[src/hw/rtl/frustum_cull_tester_top_macros.svh]
// Assertion macros shared by the frustum cull tester modules
`ifndef FRUSTUM_CULL_TESTER_TOP_MACROS_SVH
`define FRUSTUM_CULL_TESTER_TOP_MACROS_SVH

// Check that a condition implies a consequence in the same cycle
`define FCT_ASSERT_IMP(lbl, clk, rstn, cond, cons) \
  lbl: assert property (@(posedge clk) disable iff (!rstn) (cond) |-> (cons)) \
    else $error("assertion failed");

// Check that a condition implies a consequence in the next cycle
`define FCT_ASSERT_NEXT(lbl, clk, rstn, cond, cons) \
  lbl: assert property (@(posedge clk) disable iff (!rstn) (cond) |=> (cons)) \
    else $error("assertion failed");

`endif

[src/hw/rtl/fct_pkg.sv]
// ----------------------------------------------------------------------------
// fct_pkg
// Shared types, operation codes and constants of the frustum cull tester.
// ----------------------------------------------------------------------------
package fct_pkg;

  localparam int unsigned FracBitsDef = 16;
  localparam int unsigned QueueDepth  = 2;

  typedef enum logic [2:0] {
    OP_WRITE   = 3'd0,
    OP_EXTRACT = 3'd1,
    OP_BOX     = 3'd2,
    OP_SPHERE  = 3'd3,
    OP_POINT   = 3'd4,
    OP_DIST    = 3'd5,
    OP_NORMAL  = 3'd6,
    OP_NOP     = 3'd7
  } op_e;

  // Classified command handed from front to back
  typedef struct packed {
    op_e         op;
    logic        idx_ok;
    logic [2:0]  plane;
    logic [3:0]  mat_addr;
    logic [31:0] value;
    logic [31:0] ax;
    logic [31:0] ay;
    logic [31:0] az;
    logic [31:0] bx;
    logic [31:0] by;
    logic [31:0] bz;
  } cmd_t;

  // Saturate a 66-bit signed value to 32 bits
  function automatic logic [31:0] sat32(input logic signed [65:0] v);
    logic [31:0] r;
    if (v > 66'sd2147483647) r = 32'h7fff_ffff;
    else if (v < -66'sd2147483648) r = 32'h8000_0000;
    else r = v[31:0];
    return r;
  endfunction

endpackage

[src/hw/rtl/fct_front.sv]
// ----------------------------------------------------------------------------
// fct_front
// Accepts commands, classifies them and queues them for the back end.
// ----------------------------------------------------------------------------
module fct_front (
  input  logic          clk_i,
  input  logic          rst_ni,
  input  logic          start_i,
  output logic          busy_o,
  input  logic [2:0]    op_i,
  input  logic [1:0]    mat_col_i,
  input  logic [1:0]    mat_row_i,
  input  logic [31:0]   value_i,
  input  logic [31:0]   vec_a_x_i,
  input  logic [31:0]   vec_a_y_i,
  input  logic [31:0]   vec_a_z_i,
  input  logic [31:0]   vec_b_x_i,
  input  logic [31:0]   vec_b_y_i,
  input  logic [31:0]   vec_b_z_i,
  input  logic [2:0]    plane_index_i,
  output logic          cmd_valid_o,
  output fct_pkg::cmd_t cmd_o,
  input  logic          cmd_pop_i
);
  import fct_pkg::*;

  `include "frustum_cull_tester_top_macros.svh"

  cmd_t        mem_q [QueueDepth];
  logic        wp_q, rp_q;
  logic [1:0]  cnt_q;
  logic        push;
  cmd_t        cin;

  // Classify the incoming beat
  always_comb begin
    cin          = '0;
    cin.op       = op_e'(op_i);
    cin.idx_ok   = (plane_index_i < 3'd6) &&
                   (op_i == OP_DIST || op_i == OP_NORMAL);
    cin.plane    = plane_index_i;
    cin.mat_addr = {mat_col_i, mat_row_i};
    cin.value    = value_i;
    cin.ax = vec_a_x_i; cin.ay = vec_a_y_i; cin.az = vec_a_z_i;
    cin.bx = vec_b_x_i; cin.by = vec_b_y_i; cin.bz = vec_b_z_i;
  end

  assign busy_o = (cnt_q == 2'(QueueDepth));
  assign push   = start_i && !busy_o;
  assign cmd_valid_o = (cnt_q != 2'd0);
  assign cmd_o  = mem_q[rp_q];

  // Queue storage
  always_ff @(posedge clk_i) begin
    if (push) mem_q[wp_q] <= cin;
  end

  // Queue pointers
  always_ff @(posedge clk_i or negedge rst_ni) begin
    if (!rst_ni) begin
      wp_q <= 1'b0; rp_q <= 1'b0; cnt_q <= 2'd0;
    end else begin
      if (push) wp_q <= ~wp_q;
      if (cmd_pop_i) rp_q <= ~rp_q;
      cnt_q <= cnt_q + 2'(push) - 2'(cmd_pop_i);
    end
  end

  `FCT_ASSERT_IMP(a_pop_ne, clk_i, rst_ni, cmd_pop_i, cnt_q != 2'd0)
  `FCT_ASSERT_IMP(a_cnt_max, clk_i, rst_ni, 1'b1, cnt_q <= 2'(QueueDepth))
  `FCT_ASSERT_NEXT(a_push_cnt, clk_i, rst_ni, push && !cmd_pop_i, cnt_q != 2'd0)
endmodule

[config.mk]
export PLATFORM = sky130hd
export DESIGN_NAME = fct_front
export DESIGN_NICKNAME = d
export VERILOG_FILES = /design/src/hw/rtl/fct_pkg.sv /design/src/hw/rtl/fct_front.sv
export VERILOG_INCLUDE_DIRS = /design/src /design/src/hw/rtl
export SDC_FILE = /design/constraint.sdc
export NUM_CORES = 1
export LEC_CHECK = 0
export ABC_AREA = 1
export BUFFER_PORTS_ARGS = -buffer_cell sky130_fd_sc_hd__buf_4
export CORE_MARGIN = 1.5
export CORE_UTILIZATION = 30
export CTS_CLUSTER_DIAMETER = 40
export DETAILED_ROUTE_END_ITERATION = 6
export SYNTH_ARGS = -nofsm -noshare
export SYNTH_HDL_FRONTEND = slang
export SYNTH_SLANG_ARGS = --single-unit
[constraint.sdc]
create_clock -name clk_i -period 26 [get_ports clk_i]
set_input_delay 1.3 -clock clk_i [delete_from_list [all_inputs] [get_ports clk_i]]
set_output_delay 1.3 -clock clk_i [all_outputs]
set_load 0.05 [all_outputs]
# == After elaboration in Yosys (flattened, before gate mapping) ==
# Memories as Yosys holds them, arrays and structs flattened.
# Index checks and enable logic that the tools add are counted.
# word_totals
regBits,4
mem_bits_rw,470
in_bits,238
output_inout_bits,237
n_memories,1
# memory_table
memory,words,width,read_ports,rd_clocked_by_memory_dff,wr,line,rtl
mem_q,2,235,1,0,1,fct_front.sv:29,cmd_t mem_q [QueueDepth];
# op_classes
add_sub_neg,2
order_cmp,1
n_eq_ne,3
n_mux,2
bitwise_logic,2
n_reduce_logical,5
# op_table
op,count
$eq A3 B3 Y1 const B,2
$lt A3 B3 Y1 const B,1
$add A2 B1 Y2,1
$eq A2 B2 Y1 const B,1
$logic_and A1 B1 Y1,2
$mux W1,2
$not A1 Y1,2
$reduce_bool A2 Y1,1
$sub A2 B1 Y2,1
$logic_not A1 Y1,1
$logic_or A1 B1 Y1,1

# == Depth between registers and ports, before layout ==
# logic_depth
word_depth,5
mapped_depth,9
ltp_nobuf,9

# == Worst setup path after synthesis ==
# Ideal clock, no wire load.
# synth_timing
path_type,input -> register
start,input start_i
end,"memory mem_q[1][0] (netlist name), enable pin"
arrival_ns,11.120
required_time_ns,25.166
slack_ns,14.046
stages,2
n_path_buf,0
path_cell_list,nand2_1 > nor2_1
# synth_between
elab_chain_len,3
# synth_rtl
item,line,rtl
start: declaration,fct_front.sv:8,"input logic start_i,"
$logic_and A1 B1 Y1,fct_front.sv:49,assign push = start_i && !busy_o;
$mux W1,fct_front.sv:55,if (push) mem_q[wp_q] <= cin;
$mux W1 (implied by the code),fct_front.sv:55,
end: declaration,fct_front.sv:29,
# No other way between the ends.

==> results.json <==
{
  "status": "finished clean",
  "vias_per_cell": 4.177,
  "finalMaxSlewViolations": 0,
  "cts.sinks": 474,
  "drive_above_1_share": 0.3297,
  "r2r-start": "cnt_q[1]$_DFF_PN0_",
  "dp.cells": 2458,
  "synth_area_leader_cell": "edfxtp_1",
  "finalHoldViolations": 0,
  "grt_max_degree": 106,
  "peakVddDrop_uv": 98.76,
  "grt.overflow.total": 0,
  "syn-num-nets": 1502,
  "timing.hold.ws_ns": 0.4704,
  "cts_root_buf": "clkbuf_16",
  "critPathRequiredTime_ns": 24.70,
  "nets": 2006,
  "area_delta_synth_final_pct": 38.21,
  "synth_area_leaders": "edfxtp_1 80%, nand2_1 5.3%, inv_1 5.2%",
  "design.die.area_um2": 60110,
  "post-dp-hpwl_mm": 26.48,
  "synth_cell_type_count": 15,
  "cp-startpoint": "rp_q$_DFFE_PN0P_",
  "leakage_uw": 0.01013,
  "cts_setup_buffers": 0,
  "num_vias": 10800,
  "antenna_found_initial": 1,
  "syn_area_um2": 17590,
  "maxCapViolations": 0,
  "r2r_slack_ns": 22.40,
  "hold_buffers": 0,
  "yosys_register_bits": 474,
  "post-route-drc-count": 0,
  "finalSetupTns_ns": 0,
  "arrival_ns": 3.84,
  "htreeDepth": 3,
  "skew_ns": 0.01876,
  "die_w_um": 245.2,
  "start_kind": "flip-flop",
  "max-slew-margin-rel": 0.2965,
  "yosysSeqAreaShare": 0.8079,
  "wl_mm": 39.91,
  "grt_first_pass_wirelength_mm": 60.28,
  "drt_iter0_drc": 440,
  "endpoint": "cmd_o[131]",
  "hp-start": "wp_q$_DFFE_PN0P_",
  "final_util": 0.4206,
  "grt_setup_unrepaired": "false",
  "rows": 88,
  "setup_viol": 0,
  "cts_tree": "built",
  "start_util": 0.3044,
  "crit_path_max_fanout": 105,
  "syn-mean-instance-area_um2": 13.94,
  "clk_pin_slew_ns": 0.05,
  "worst-slew-pin-transition_ns": 1.055,
  "worstSetupEndpointType": "primary output",
  "yosys_warnings": 0,
  "fin_crit_ns": 5.139,
  "routabilityCongestion": 0.7682,
  "r2r_cells": 5,
  "route.antenna.remaining_nets": 0,
  "cts_buffers": 71,
  "post_cts_resized": 0,
  "synthCells": 1262,
  "portBuffers": 474,
  "hp-class": "flip-flop to flip-flop",
  "io-pin-count": 475,
  "clk_latency_ns": 0.57,
  "synth_top_area_frac": 0.8022,
  "cts_max_path_buffers": 3,
  "r2r-end": "mem_q[1][155]$_DFFE_PP_",
  "timing.fmax_mhz": 194.6,
  "core_area_um2": 57810,
  "fin_cells": 2585,
  "wl_per_cell_um": 15.44,
  "antennaDiodeCount": 0,
  "powerDensity_nw_per_um2": 143.7,
  "track_usage": 0.1302,
  "path_class": "flip-flop to primary output",
  "dr.pass1.iters": 4,
  "period_share": 0.1977,
  "first_global_vias": 10830,
  "fillers": 5366,
  "die_h_um": 245.2
}
[layout make-up]
type | instances | area, um^2 | share of cell area
clock inverter | 52 | 624.3 | 0.02568
clock buffer | 75 | 1792 | 0.07369
sequential | 474 | 14220 | 0.5847
inverter | 245 | 927.1 | 0.03813
multi-input combinational | 491 | 2171 | 0.08928
tap | 765 | 957.2 | 0.03937
timing repair buffer | 483 | 3626 | 0.1491
[where the power goes]
group          switching, uW  internal, uW  total, uW
clock                    349           609        958
sequential              52.7          1040       1100
combinational           1090           349       1440
total                   1490          2000       3490
[through the flow]
step	area (um^2)	total power, uW	setup WS [ns]
after floorplan	17590	2165	14.05
after global placement	21900	2559	21.46
after detailed placement	21900	2572	21.40
after CTS	24310	3543	20.76
after global routing	24310	3659	20.44
final	24310	3495	20.86
[state kept, by name, summed over array words and instances (netlist names)]
| name | cells |
|---|---|
| mem_q | 470 |
| cnt_q | 2 |
| rp_q | 1 |
| wp_q | 1 |
[layout by cell type (no fill, tap or decap)]
master      synthesis  routed
a21oi_1             1       1
buf_4              20     483
bufinv_16           0      10
clkbuf_1           21       4
clkbuf_16           0      71
clkinv_1            0       9
clkinv_2            0       4
clkinv_4            0       7
clkinv_8            0       2
clkinvlp_4          0       5
dfrtp_1             4       3
dfrtp_4             0       1
edfxtp_1          470     470
ha_1                2       2
inv_1             245     244
inv_6               0      12
inv_8               0       4
nand2_1           249     249
nand3_1             2       2
nor2_4              0       1
o21ai_0           181     181
o21ai_1            54      54
xor2_1              1       1
[layer usage]
layer,part of all wire,track usage,wire [um],vias up
met5,0.00028,0,11,-
met4,0.030,0.05810,1213,2
met3,0.089,0.04625,3540,74
met2,0.49,0.2156,19570,364
met1,0.39,0.1514,15580,5061
li1,-,-,-,5296
[cells in the mapped netlist, drive strengths merged]
| library cell | count |
|---|---|
| edfxtp | 470 |
| nand2 | 249 |
| inv | 245 |
| o21ai | 235 |
| buf | 31 |
| clkbuf | 21 |
| dfrtp | 4 |
| ha | 2 |
| nand3 | 2 |
| a21oi | 1 |
| nor2 | 1 |
| xor2 | 1 |
[worst max-delay path, stage by stage, from the launching register on]
cell and delay [ns]:
dfrtp_4 0.95, buf_4 0.81, buf_4 0.73, o21ai_0 0.31, buf_4 0.27
[cell families after synthesis]
kind of cell / count (synthesis) / share of synthesized area
AOI/OAI and AO/OA: 236 / 0.06714
xor gates and xnor gates: 1 / 0.0004979
adders and majority gates: 2 / 0.001422
buffers and inverters: 297 / 0.06913
DFF: 474 / 0.8079
and+or+nand+nor: 252 / 0.05391
[worst min path at each step]
stage	depth (start not counted)	to
6_report	2	wp_q$_DFFE_PN0P_
5_1_grt	1	wp_q$_DFFE_PN0P_
4_1_cts	1	wp_q$_DFFE_PN0P_
3_5_place_dp	2	wp_q$_DFFE_PN0P_
3_3_place_gp	2	wp_q$_DFFE_PN0P_
2_1_floorplan	2	wp_q$_DFFE_PN0P_
Power figures use the tool's default switching activity.
